**src/sv/atcl_pkg.sv**
```systemverilog
// Types and constants for the AT command line front end
`timescale 1ns / 1ps
package atcl_pkg;
	localparam logic [7:0] CH_CR    = 8'h0D;
	localparam logic [7:0] CH_LF    = 8'h0A;
	localparam logic [7:0] CH_PLUS  = 8'h2B;
	localparam logic [7:0] CH_SPACE = 8'h20;
	localparam logic [7:0] CH_COMMA = 8'h2C;
	localparam logic [7:0] CH_COLON = 8'h3A;
	localparam logic [15:0] GUARD_RESET = 16'd1000;
	localparam logic [16:0] ELAPSED_MAX = 17'h1FFFF;

	localparam logic [1:0] MODE_OFFLINE = 2'd0;
	localparam logic [1:0] MODE_ONLINE  = 2'd1;
	localparam logic [1:0] MODE_USER    = 2'd2;

	localparam logic [3:0] CMD_HELP    = 4'd0;
	localparam logic [3:0] CMD_SCAN    = 4'd1;
	localparam logic [3:0] CMD_SSID    = 4'd2;
	localparam logic [3:0] CMD_DIAL    = 4'd3;
	localparam logic [3:0] CMD_ONLINE  = 4'd4;
	localparam logic [3:0] CMD_PETSCII = 4'd5;
	localparam logic [3:0] CMD_ASCII   = 4'd6;
	localparam logic [3:0] CMD_HANGUP  = 4'd7;
	localparam logic [3:0] CMD_UNKNOWN = 4'd8;

	// command words, lower case, first character in the top byte
	function automatic logic [7:0] word_char(input logic [2:0] w, input logic [3:0] i);
		logic [71:0] s;
		case (w)
			3'd0: s = {"athelp", 24'h0};
			3'd1: s = {"atscan", 24'h0};
			3'd2: s = {"atssid", 24'h0};
			3'd3: s = {"atd", 48'h0};
			3'd4: s = {"ato", 48'h0};
			3'd5: s = "atpetscii";
			3'd6: s = {"atascii", 16'h0};
			default: s = {"ath", 48'h0};
		endcase
		word_char = (i < 4'd9) ? s[71 - 8 * int'(i) -: 8] : 8'h00;
	endfunction

	function automatic logic [3:0] word_len(input logic [2:0] w);
		case (w) inside
			[3'd0:3'd2]: word_len = 4'd6;
			[3'd3:3'd4]: word_len = 4'd3;
			3'd5: word_len = 4'd9;
			3'd6: word_len = 4'd7;
			default: word_len = 4'd3;
		endcase
	endfunction

	function automatic logic [7:0] fold(input logic [7:0] c);
		fold = (c >= 8'h41 && c <= 8'h5A) ? c + 8'd32 : c;
	endfunction

	typedef struct packed {
		logic       kind;
		logic [7:0] out_byte;
		logic [3:0] command_code;
		logic       applied;
		logic [5:0] arg_start;
		logic [5:0] arg_split;
		logic [5:0] line_length;
		logic       petscii_mode;
		logic       last;
	} result_t;
endpackage

```
**src/sv/at_command_line_with_escape_guard.sv**
```systemverilog
// Top level: AT modem front end with guard-timed escape and line matcher
`timescale 1ns / 1ps
// One item at a time. A tick or an online byte goes through S_DEC alone. An echoed
// byte also passes S_ECHO (and a CR S_LF), each waiting for a free output register.
// A CR additionally runs the matcher, which reads the line store one character at a time
// through its single port: the command words are tried in turn, then for the ssid and
// dial commands an argument scan runs to the separator or the end of the line.
// The line store is not cleared at reset. Results leave through an output
// register, in_stall stays high while an item is being worked on.
module at_command_line_with_escape_guard #(
	parameter int LINE_DEPTH = 64
) (
	input  logic        clk,
	input  logic        arst_n,
	input  logic        in_valid,
	output logic        in_stall,
	input  logic        action,
	input  logic [7:0]  data_byte,
	input  logic        link_accepts,
	output logic        out_valid,
	input  logic        out_stall,
	output logic        kind,
	output logic [7:0]  out_byte,
	output logic [3:0]  command_code,
	output logic        applied,
	output logic [5:0]  arg_start,
	output logic [5:0]  arg_split,
	output logic [5:0]  line_length,
	output logic        petscii_mode,
	output logic        last,
	input  logic        cfg_valid,
	output logic        cfg_ready,
	input  logic [15:0] cfg_data
);
	import atcl_pkg::*;
	localparam int AW = $clog2(LINE_DEPTH);
	localparam int CW = $clog2(LINE_DEPTH + 1);

	typedef enum logic [9:0] {
		S_IDLE  = 10'b0000000001,
		S_DEC   = 10'b0000000010,
		S_ECHO  = 10'b0000000100,
		S_LF    = 10'b0000001000,
		S_MRD   = 10'b0000010000,
		S_MCMP  = 10'b0000100000,
		S_ARD   = 10'b0001000000,
		S_ACMP  = 10'b0010000000,
		S_CMD   = 10'b0100000000,
		S_WAIT  = 10'b1000000000
	} state_t;

	state_t      state_q;
	logic [15:0] guard_q;
	logic [1:0]  mode_q, phase_q;
	logic        mark_q, pet_q;
	logic [16:0] elapsed_q;
	logic [CW-1:0] count_q;
	logic [7:0]  byte_q;
	logic        act_q, acc_q;
	logic [7:0]  mem [LINE_DEPTH];
	logic [7:0]  rd_q;
	logic [AW-1:0] raddr;
	logic [2:0]  word_q;
	logic [3:0]  ci_q;
	logic        wok_q;
	logic [CW-1:0] pos_q, start_q;
	logic        skip_q;
	logic [3:0]  code_q;
	result_t     res_q;
	logic        ov_q;
	logic        out_load;
	logic [1:0]  nx_mode, nx_phase;
	logic        nx_mark, nx_zero, esc_done, local_h, wr_en;
	logic [CW-1:0] base;

	assign in_stall  = (state_q != S_IDLE);
	assign cfg_ready = (state_q == S_IDLE);
	assign out_valid = ov_q;
	assign kind = res_q.kind;
	assign out_byte = res_q.out_byte;
	assign command_code = res_q.command_code;
	assign applied = res_q.applied;
	assign arg_start = res_q.arg_start;
	assign arg_split = res_q.arg_split;
	assign line_length = res_q.line_length;
	assign petscii_mode = res_q.petscii_mode;
	assign last = res_q.last;

	assign out_load = (state_q == S_ECHO || state_q == S_LF || state_q == S_CMD)
		&& (!ov_q || !out_stall);

	logic paused;
	assign paused = mark_q && (elapsed_q > {1'b0, guard_q});

	// escape machine and line store update for the byte held in byte_q
	always_comb begin
		nx_mode = mode_q;
		nx_phase = phase_q;
		nx_mark = mark_q;
		nx_zero = 1'b0;
		esc_done = 1'b0;
		if (mode_q != MODE_USER) begin
			if (acc_q) begin
				nx_mode = MODE_ONLINE;
				case ((mode_q == MODE_ONLINE) ? phase_q : 2'd0) inside
					2'd0: begin
						nx_phase = 2'd0;
						if (paused) begin
							nx_mark = 1'b0;
							nx_phase = 2'd1;
						end
					end
					[2'd1:2'd2]: begin
						if (paused) begin
							nx_mark = 1'b0;
							nx_phase = 2'd1;
						end else if (byte_q == CH_PLUS) begin
							nx_mark = 1'b1;
							nx_zero = 1'b1;
							nx_phase = phase_q + 2'd1;
						end
					end
					default: begin
						if (!mark_q || elapsed_q > {1'b0, guard_q}) begin
							nx_mark = 1'b0;
							nx_phase = 2'd0;
							nx_mode = MODE_USER;
							esc_done = 1'b1;
						end
					end
				endcase
			end else
				nx_mode = MODE_OFFLINE;
		end
		local_h = (nx_mode != MODE_ONLINE);
		// a completed escape empties the line before this byte is stored
		base = esc_done ? '0 : count_q;
		wr_en = local_h && byte_q != CH_CR && byte_q != CH_LF && byte_q != 8'h00
			&& base < CW'(LINE_DEPTH - 1);
	end

	function automatic result_t echo_res(input logic [7:0] b, input logic p,
			input logic l);
		result_t r;
		r = '0;
		r.out_byte = b;
		r.petscii_mode = p;
		r.last = l;
		return r;
	endfunction

	// read address multiplexed between matcher and argument scan
	always_comb begin
		if (state_q == S_MRD)
			raddr = AW'(ci_q);
		else
			raddr = pos_q[AW-1:0];
	end

	always_ff @(posedge clk) begin
		rd_q <= mem[raddr];
		if (state_q == S_DEC && !act_q && wr_en)
			mem[base[AW-1:0]] <= byte_q;
	end

	// argument separator for the matched command: comma for ssid, colon otherwise
	logic [7:0] sep;
	assign sep = (code_q == CMD_SSID) ? CH_COMMA : CH_COLON;

	always_ff @(posedge clk or negedge arst_n) begin
		if (!arst_n) begin
			state_q <= S_IDLE;
			guard_q <= GUARD_RESET;
			mode_q <= MODE_OFFLINE;
			phase_q <= 2'd0;
			mark_q <= 1'b0;
			pet_q <= 1'b0;
			elapsed_q <= '0;
			count_q <= '0;
			ov_q <= 1'b0;
			byte_q <= '0;
			act_q <= 1'b0;
			acc_q <= 1'b0;
			word_q <= '0;
			ci_q <= '0;
			wok_q <= 1'b0;
			pos_q <= '0;
			start_q <= '0;
			skip_q <= 1'b0;
			code_q <= '0;
			res_q <= '0;
		end else begin
			if (out_load)
				ov_q <= 1'b1;
			else if (!out_stall)
				ov_q <= 1'b0;
			unique case (state_q)
				S_IDLE: begin
					if (cfg_valid)
						guard_q <= cfg_data;
					if (in_valid) begin
						byte_q <= data_byte;
						act_q <= action;
						acc_q <= link_accepts;
						state_q <= S_DEC;
					end
				end
				S_DEC: begin
					if (act_q) begin
						if (mark_q && elapsed_q < ELAPSED_MAX)
							elapsed_q <= elapsed_q + 17'd1;
						state_q <= S_IDLE;
					end else begin
						mode_q <= nx_mode;
						phase_q <= nx_phase;
						if (local_h && byte_q != CH_LF) begin
							mark_q <= 1'b1;
							elapsed_q <= '0;
							state_q <= S_ECHO;
						end else begin
							mark_q <= nx_mark;
							if (nx_zero)
								elapsed_q <= '0;
							state_q <= S_IDLE;
						end
						if (local_h)
							count_q <= wr_en ? base + CW'(1) : base;
					end
				end
				S_ECHO: if (!ov_q || !out_stall) begin
					res_q <= echo_res(byte_q, pet_q, byte_q != CH_CR);
					state_q <= (byte_q == CH_CR) ? S_LF : S_IDLE;
				end
				S_LF: if (!ov_q || !out_stall) begin
					res_q <= echo_res(CH_LF, pet_q, 1'b0);
					word_q <= '0;
					ci_q <= '0;
					wok_q <= 1'b1;
					state_q <= S_MRD;
				end
				S_MRD: state_q <= S_MCMP;
				S_MCMP: begin : mc
					logic ok;
					ok = wok_q && (fold(rd_q) == word_char(word_q, ci_q));
					if (ci_q + 4'd1 < word_len(word_q) && ok) begin
						wok_q <= 1'b1;
						ci_q <= ci_q + 4'd1;
						state_q <= S_MRD;
					end else begin
						if (ok && count_q >= CW'(word_len(word_q))
								&& (word_q > 3'd1 || count_q == CW'(6))) begin
							code_q <= {1'b0, word_q};
							if (word_q == 3'd2 || word_q == 3'd3) begin
								pos_q <= CW'(word_len(word_q));
								skip_q <= 1'b1;
								state_q <= S_ARD;
							end else begin
								start_q <= '0;
								pos_q <= '0;
								state_q <= S_CMD;
							end
						end else if (word_q == 3'd7) begin
							code_q <= CMD_UNKNOWN;
							start_q <= '0;
							pos_q <= '0;
							state_q <= S_CMD;
						end else begin
							word_q <= word_q + 3'd1;
							ci_q <= '0;
							wok_q <= 1'b1;
							state_q <= S_MRD;
						end
					end
				end
				S_ARD: begin
					if (pos_q >= count_q) begin
						if (skip_q) start_q <= pos_q;
						state_q <= S_CMD;
					end else
						state_q <= S_ACMP;
				end
				S_ACMP: begin
					if (skip_q) begin
						if (rd_q == CH_SPACE) pos_q <= pos_q + CW'(1);
						else begin
							skip_q <= 1'b0;
							start_q <= pos_q;
						end
						state_q <= S_ARD;
					end else if (rd_q == sep)
						state_q <= S_CMD;
					else begin
						pos_q <= pos_q + CW'(1);
						state_q <= S_ARD;
					end
				end
				S_CMD: if (!ov_q || !out_stall) begin : cm
					logic np;
					logic ap;
					result_t r;
					np = pet_q;
					ap = 1'b0;
					if (code_q == CMD_PETSCII) np = 1'b1;
					if (code_q == CMD_ASCII) np = 1'b0;
					if (code_q == CMD_ONLINE && mode_q == MODE_USER) begin
						ap = 1'b1;
						mode_q <= MODE_ONLINE;
					end
					pet_q <= np;
					r = '0;
					r.kind = 1'b1;
					r.command_code = code_q;
					r.applied = ap;
					r.arg_start = 6'(start_q);
					r.arg_split = 6'(pos_q);
					r.line_length = 6'(count_q);
					r.petscii_mode = np;
					r.last = 1'b1;
					res_q <= r;
					count_q <= '0;
					state_q <= S_IDLE;
				end
				default: state_q <= S_IDLE;
			endcase
		end
	end
endmodule

```
**config.mk**
```make
export PLATFORM = sky130hd
export DESIGN_NAME = at_command_line_with_escape_guard
export DESIGN_NICKNAME = d
export VERILOG_FILES = /design/src/sv/atcl_pkg.sv /design/src/sv/at_command_line_with_escape_guard.sv
export SDC_FILE = /design/constraint.sdc
export NUM_CORES = 1
export LEC_CHECK = 0
export ABC_AREA = 1
export BUFFER_PORTS_ARGS = -buffer_cell sky130_fd_sc_hd__buf_2
export CAP_MARGIN = 20
export CORE_AREA = 5 5 248 250
export DETAILED_ROUTE_END_ITERATION = 6
export DIE_AREA = 0 0 253 255
export MAX_ROUTING_LAYER = met4
export PLACE_DENSITY = 0.63
export SYNTH_ARGS = -nofsm -noshare
export SYNTH_HDL_FRONTEND = slang
export SYNTH_SLANG_ARGS = --single-unit
```
**constraint.sdc**
```tcl
create_clock -name clk -period 7.65 [get_ports clk]
set_input_delay 1.53 -clock clk [delete_from_list [all_inputs] [get_ports clk]]
set_output_delay 1.53 -clock clk [all_outputs]
set_load 0.1 [all_outputs]
```
# --- Word level (Yosys, flattened, before mapping) ---
# Memory sizes are Yosys's and may differ from the RTL's. A register that Yosys moved wholly into a read port is not among the register bits.
# Cells that the tools add are included.
op_classes:
  n_addsub: 8
  order_cmp: 16
  eq_ne: 60
  n_shift: 1
  n_mux: 124
  bitwise: 2
  n_reduce_logical: 59
op_table:
  columns: ["op", "n"]
  rows:
  - ["53-bit one-hot mux with 7 select lines", 1]
  - ["34-bit two-way mux", 3]
  - ["34-bit one-hot mux with 3 select lines", 1]
  - ["10-bit one-hot mux with 9 select lines", 1]
  - ["79-bit by 8-bit indexed part select with 8-bit output", 1]
  - ["7-bit two-way mux", 11]
  - ["72-bit two-way mux", 1]
  - ["17-bit two-way mux", 4]
  - ["10-bit two-way mux", 6]
  - ["4-bit two-way mux", 14]
  - ["6-bit two-way mux", 8]
  - ["9-bit two-way mux", 5]
  - ["1-bit two-way mux", 37]
  - ["2-bit two-way mux", 14]
  - ["7-bit one-hot mux with 2 select lines", 2]
  - ["2-bit inequality test, second input constant", 13]
  - ["4-bit AND reduction", 6]
  - ["3-bit two-way mux", 7]
  - ["1-bit logical AND", 19]
  - ["3-bit inequality test, second input constant", 6]
  - ["6-bit one-hot mux with 3 select lines", 1]
  - ["17-bit by 1-bit adder with 17-bit output, second input constant", 1]
  - ["17-bit by 16-bit greater-than comparator with 1-bit output", 1]
  - ["17-bit < comparator, second input constant", 1]
  - ["68 further kinds", 106]
word_totals:
  regBits: 127
  ram_bits: 512
  in_bits: 31
  out_inout_bits: 37
  word_cells: 299
  mem_count: 1
mem_list:
  columns: ["memory", "depth", "word_bits", "read_ports", "rd_clocked_by_memory_dff", "wr", "line", "rtl"]
  rows:
  - ["mem", 64, 8, 1, 1, 1, "at_command_line_with_escape_guard.sv:60", "logic [7:0] mem [LINE_DEPTH];"]

# --- Logic depth before layout (Yosys ltp) ---
# Gate-level depths: netlist (run 1).
logic_depth:
  depth_word: 17
  ltp_mapped: 25

# --- Least setup slack after synthesis (run 1) ---
# No wires, ideal clock.
synth_path:
  path_type: "reg2out"
  startpoint: "reg state_q[6]"
  endpoint: "out cfg_ready"
  arrival_time_ps: 2850
  t_required_ps: 6120
  setup_slack_ps: 3270
  stages_incl_launch_ff: 8
  n_path_buf: 0
  path_cell_list: "dfrtp_1 -> nor2_1 -> inv_1 -> nor2_1 -> inv_1 -> nor3_1 -> nand3_1 -> inv_1"
synth_via:
  elab_chain_len: 1
synth_rtl:
  columns: ["item", "line", "rtl"]
  rows:
  - ["start: declaration", "at_command_line_with_escape_guard.sv:52", "state_t state_q;"]
  - ["start signal: assignment", "at_command_line_with_escape_guard.sv:232", "state_q <= (byte_q == CH_CR) ? S_LF : S_IDLE;"]
  - ["10-bit by 1-bit == test with 1-bit output", "at_command_line_with_escape_guard.sv:77", "assign cfg_ready = (state_q == S_IDLE);"]
  - ["end: declaration", "at_command_line_with_escape_guard.sv:32", "output logic cfg_ready,"]
# No other way between the ends.

# --- Worst setup path after layout (run 1) ---
layout_path:
  startpoint: "reg guard_q[8]"
  endpoint: "mem mem[61][1] (enable)"
layout_via:
  elab_chain_len: 15
  word_cells_on_any_way: 22
  cone_classes: "2 x order compare; 1 x eq/ne; 13 x mux; 6 x reduce/logical"
layout_rtl:
  columns: ["item", "line", "rtl"]
  rows:
  - ["start: declaration", "at_command_line_with_escape_guard.sv:53", "logic [15:0] guard_q;"]
  - ["start signal: assignment", "at_command_line_with_escape_guard.sv:200", "guard_q <= cfg_data;"]
  - ["17-bit by 16-bit greater-than comparator with 1-bit output (*)", "at_command_line_with_escape_guard.sv:124", "if (!mark_q || elapsed_q > {1'b0, guard_q}) begin"]
  - ["1-bit logical OR (*)", "at_command_line_with_escape_guard.sv:124", null]
  - ["parallel branches: the longest is 13 deep, another holds 7-bit by 6-bit < comparator with 1-bit output", null, null]
  - ["end: declaration", "at_command_line_with_escape_guard.sv:60", null]
# Mark *: on every way between the ends.

==> results.toml, run 1 <==
[sta]
hold_violations = 0
skew_ns = 0.02254
fin_ws_ns = 3.030
fin_crit_sh_pct = 60.39
max_slew_margin_pct = 23.54
setup_tns_ns = 0
worst_pin_slew_ns = 1.147
slew_violations = 0
rsz0062_at_grt = "false"
period_minus_slack_ns = 4.620
finalSetupViolations = 0
fmax_ghz = 0.2165
timing.hold.ws_ns = 0.4708

[pwr]
clkPwrFrac_pct = 34.0
power.switching_uw = 2652
powerDensity_mw_per_mm2 = 282.1
p_leak_uw = 0.01185
seqPwrFrac_pct = 50.5
combPwrFrac_pct = 15.5
intPower_uw = 6324
irDropWorstVdd_v = 0.0002796
switching_share_pct = 29.54

[global_route]
grt.overflow.total = 0
grt_start_max_net_pins = 257
antenna_found_initial = 0
grt_busiest_layer = "met2"
grtUsageMet1_pct = 32.72
gr-usage-met2_pct = 37.07
track_usage_pct = 23.81
grtUsageMet3_pct = 3.557
grt_pass1_vias = 20261
grt_pass1_wl_microns = 117400

[final_layout]
fin_nets = 2758
most-common-layout-cells = "edfxtp_1 (512), nor2_1 (401), o21ai_0 (320)"
finalInstanceArea_sq_mm = 0.03181
area_growth_pct = 10.99
drive_above_1_share_pct = 10.02
diodes = 0
mostFrequentLayoutCell = "edfxtp_1"

[synth]
yosysWarnings = 0
synth_ff_type = "edfxtp_1"
synth.largest_area_cell = "edfxtp_1"
synth_cell_types = 59
ys_ff_latch = 646
synth_edf_count = 512
async_reset_ff_share_pct = 19.50
syn_area_sq_mm = 0.02866
syn_area_per_cell_sq_um = 10.92
yosys-top-cells-area = "edfxtp_1 (54%), dfrtp_1 (10%), o21ai_0 (5.6%)"
synth_seq_area_share_pct = 65.23
synth.top_cell.area_share_pct = 53.64
postSynthCellCount = 2624

[clock_network]
cts-hold-fix-buffers = 0
numClockSinks = 646
path_clk_slew_ns = 0.06
cts_made_buffers = 68
cts_root_buffer = "clkbuf_16"
ctsLongestPathBuffers = 3
cts_resized = 0
htree_levels = 3
post-cts-setup-buffers = 0
cts_tree = "yes"
worstSkewPairLatency_ns = 0.59

[critical_path]
worst_setup_path_start_kind = "register"
worstSetupPathType = "reg -> reg"
cp_slowest_cell = "nor2_1"
crit_fanout = 11
cp_cell_sequence = "inv_1 -> ha_1 -> nand2_1 -> nor2_1 -> nand2_1 -> nand3_1 -> nand2_1 -> nand3_1 -> nand2_1 -> nand2_1 -> nand3_2 -> nand2_1 -> nor2_1 -> inv_1 -> o21ai_2 -> nor2_4 -> nand4_1 -> nor2_1"
slowest_delay_ns = 0.92
end_kind = "register"
arrival_ns = 4.82
cp.required_ns = 7.85
path_common_cell = "nand2_1"

[die]
die_w_microns = 253
dieArea_sq_mm = 0.06452
die_h_microns = 255
core_sq_mm = 0.05880
num_rows = 89
initial_core_util_pct = 48.75
io_pins = 68

[place]
dp_slack_ns = 3.075
place_hpwl_microns = 46890
portBuffers = 67
globalplace.congestion = 0.8966
placed_cell_area_sq_mm = 0.02974

[detailed_routing]
drt-initial-drc-count = 2123
drt_wl_total_microns = 75150
avgViaCountPerCell = 5.878
drt-pass1-iter-count = 7
drc = 1
routedWlPerCell_microns = 21.48
antenna_left = 0
vias = 20562

[outcome]
violations = "design-rule violations"
status = "finished, violations left"

[min_path]
min_path_type = "reg -> reg"

[run]
cap_violations = 0
-- layer usage --
layer / wire [microns] / share of wire [%]
met5: 0 / 0
met4: 2301 / 3.1
met3: 4625 / 6.2
met2: 35160 / 47
met1: 33070 / 44
-- cell type report --
cell class | instances | area [sq um]
timing repair buffer | 110 | 666.9
sequential | 646 | 18710
clock buffer | 86 | 1853
inverter | 175 | 665.6
clock inverter | 27 | 162.7
fill | 5107 | 26980
tap | 773 | 967.2
multi-input combinational | 1681 | 8788
-- critical path: cells and delay by family (launching register included) --
family          cells  cell delay [ns]
compound gates      1             0.13
fa+ha+maj           1             0.29
buf+inv             2             0.14
flops               1             0.51
simple gates       14             3.15
-- Yosys cell counts, drive strengths merged, types with 27 or more instances --
library cell	instances
a21oi	50
nand3	147
nand4	37
o21ai	335
inv	174
edfxtp	512
ha	45
dfrtp	119
o221ai	63
o22ai	65
buf	27
clkbuf	102
nor2	410
o211ai	67
nand2	328
nor3	54
-- worst paths after layout --
kind | endpoint | from | slack (ns) | cells after the start
setup / recovery | mem[61][1]$_DFFE_PP_ | guard_q[8]$_DFFE_PN1P_ | 3.03 | 18
max in group asynchronous | ci_q[0]$_DFFE_PN0P_ | arst_n | 5.38 | 2
hold / removal | kind$_DFFE_PN0P_ | kind$_DFFE_PN0P_ | 0.47 | 2
hold reg to reg | kind$_DFFE_PN0P_ | kind$_DFFE_PN0P_ | 0.47 | 2
setup reg to reg | mem[61][1]$_DFFE_PP_ | guard_q[8]$_DFFE_PN1P_ | 3.03 | 18
min in group asynchronous | elapsed_q[6]$_DFFE_PN0P_ | arst_n | 0.87 | 1
-- power groups by stage --
stage | logic (uW) | clock network [uW] | registers [uW]
floorplan | 553 | 0 | 4840
global placement | 1380 | 0 | 4600
detailed placement | 1400 | 0 | 4600
CTS | 1400 | 3110 | 4530
global route | 1520 | 3250 | 4550
finish | 1390 | 3050 | 4530
-- flip-flops by register name, indices dropped and copies added, names as in the netlist, 7 cells and up --
| signal | cells |
|---|---|
| byte_q | 8 |
| count_q | 7 |
| elapsed_q | 17 |
| rd_q | 8 |
| mem | 512 |
| guard_q | 16 |
| out_byte | 8 |
| state_q | 9 |
| pos_q | 7 |
-- through the flow --
stage | utilization [%] | power, uW | instances
after global routing | 54.11 | 9328 | 3498
after detailed placement | 50.59 | 6002 | 3375
final | 54.11 | 8976 | 3498
after global placement | 50.40 | 5984 | 3362
after floorplan | - | 5393 | 2631
after CTS | 54.01 | 9041 | 3488
-- logic make-up (layout without fill, tap and decap cells) --
kind of cell	Yosys count	in the layout	share of synthesized area [%]
compound gates	614	614	12.85
xor+xnor	19	19	0.6461
fa+ha+maj	45	45	1.964
buf+inv	304	398	4.239
flops	646	646	65.23
mux	2	2	0.07857
other cells	1	8	0.01308
simple gates	993	993	14.98
No activity file was read; power rests on OpenSTA's default activity.
==> inputs of run 2 (changes only) <==
Settings changed: PLACE_DENSITY 0.63 to 0.65.
Clock period 7.65 ns to 4.2 ns, I/O delays scaled along.
==> results.toml, run 2 (synthesis results as in run 1) <==
[global_route]
grt_pass1_vias = 20540
track_usage_pct = 24.89
grt_pass1_wl_microns = 121000
grt_start_max_net_pins = 117
grt.overflow.total = 0
antenna_found_initial = 0

[final_layout]
seq_area_sq_mm = 0.01871
largest_reg_flops = 512
finalNonFillerCells = 3550
fin_util_pct = 55.10
area_growth_pct = 13.03
multiInputGateArea_sq_mm = 0.008864
finalInstanceArea_sq_mm = 0.03240
fin_nets = 2799
nFillCells = 5063
diodes = 0
most-common-layout-cells = "edfxtp_1 (512), nor2_1 (393), o21ai_0 (320)"
drive_above_1_share_pct = 12.24
mostFrequentLayoutCell = "edfxtp_1"

[clock_network]
ctsLongestPathBuffers = 3
htree_levels = 3
cts_made_buffers = 69
worstSkewPairLatency_ns = 0.62
post-cts-setup-buffers = 0
path_clk_slew_ns = 0.06
cts_root_buffer = "clkbuf_16"
cts_tree = "yes"
numClockSinks = 646

[sta]
hold_violations = 0
skew_ns = 0.02148
worst_pin_slew_ns = 0.9848
slew_violations = 0
setup_tns_ns = 0
period_minus_slack_ns = 4.149
fmax_ghz = 0.2410
fin_crit_sh_pct = 98.79
max_slew_margin_pct = 34.35
finalSetupViolations = 0
rsz0062_at_grt = "true"

[die]
die_w_microns = 253
initial_core_util_pct = 48.75
die_h_microns = 255
num_rows = 89
dieArea_sq_mm = 0.06452
io_pins = 68
core_sq_mm = 0.05880

[place]
portBuffers = 67
placed_cell_area_sq_mm = 0.03014
globalplace.congestion = 0.9447
placed_cells = 3421
place_hpwl_microns = 50250

[detailed_routing]
antenna_left = 0
drt-pass1-iter-count = 5
vias = 20988
routedWlPerCell_microns = 22.26
avgViaCountPerCell = 5.912
drt_wl_total_microns = 79040
drt-initial-drc-count = 2044
drc = 0

[critical_path]
arrival_ns = 4.39
end_kind = "register"
crit_fanout = 11
path_common_cell = "nand2_1"
rrSetupSlack_ns = 0.05
worstSetupPathType = "reg -> reg"
timing.rr.end = "mem[0][4]$_DFFE_PP_"
cp.required_ns = 4.44
cp_slowest_cell = "nor2_1"
worst_setup_path_start_kind = "register"
cp-startpoint = "guard_q[8]$_DFFE_PN1P_"
reg2reg_depth = 19
slowest_delay_ns = 0.67
r2r-start = "guard_q[8]$_DFFE_PN1P_"
cp_cell_sequence = "inv_1 -> ha_1 -> nand2_1 -> nor2_1 -> nand2_1 -> nand3_1 -> nand2_1 -> nand3_1 -> nand2_1 -> nand2_1 -> nand3_2 -> nand2_1 -> inv_1 -> nor2_2 -> o21ai_2 -> nor2_4 -> buf_4 -> nand2_1 -> nor2_1"

[run]
cap_violations = 0

[pwr]
irDropWorstVdd_v = 0.0004782
finalPower_uw = 16900
p_leak_uw = 0.01211
powerDensity_mw_per_mm2 = 521.6

[min_path]
min_path_type = "in -> async"

[outcome]
status = "finished clean"
## run 2: cell count changes in the layout (fill, tap and decap cells not counted), moves of 5 or more
cell,change
buf_4,+47
buf_2,-10
buf_12,+5
nor2_1,-8
nor3_2,+11
nor2_2,+8
nor3_1,-11
## run 2: per-stage QoR
step	setup slack [ns]	hold WS, ns
after global placement	0.2625	0.4690
final	0.05072	0.3448
after global routing	-0.1251	0.4299
after detailed placement	0.1530	0.4714
after CTS	0.1459	0.3862
after floorplan	0.5098	0.4423
## run 2: layout make-up
cell class | instances | share of cell area (%)
clock buffers | 84 | 5.535
clock inverters | 41 | 1.128
inverters | 175 | 2.055
multi-input cells | 1681 | 27.36
flip-flops and latches | 646 | 57.74
well taps | 773 | 2.985
repair buffers | 150 | 3.194
## run 2: worst max path at each step
| stage | endpoint | cells after the start |
|---|---|---|
| final | mem[0][4]$_DFFE_PP_ | 19 |
| after global routing | mem[48][6]$_DFFE_PP_ | 19 |
| after detailed placement | mem[8][7]$_DFFE_PP_ | 19 |
| after CTS | mem[8][7]$_DFFE_PP_ | 19 |
| after floorplan | cfg_ready | 7 |
| after global placement | mem[8][6]$_DFFE_PP_ | 19 |
## run 2: worst max-delay path: cells and delay by family (launching register included)
kind	cells	cell delay, ns
AO/OA/AOI/OAI	1	0.15
buffers and inverters	3	0.24
flip-flops	1	0.51
AND/OR/NAND/NOR	14	2.57
adder cells (fa/ha/maj)	1	0.29
## run 2: metal layers
layer  track usage [%]  share of wire, %
met2             38.75                47
met1             33.70                42
met3             4.329               7.8
met4             8.237               2.8
met5                 -                 0
## run 2: report_power, final
| group | internal [uW] | switching (uW) | total (uW) |
|---|---|---|---|
| logic | 496 | 2410 | 2910 |
| clock network | 3320 | 2550 | 5870 |
| registers | 7920 | 195 | 8120 |
## run 2: timing repair
| action | 4_1_cts | 5_1_grt |
|---|---|---|
| hold buffers | 0 | 0 |
| gates resized for setup | 0 | 19 |
| endpoints found under the setup margin | 0 | 160 |
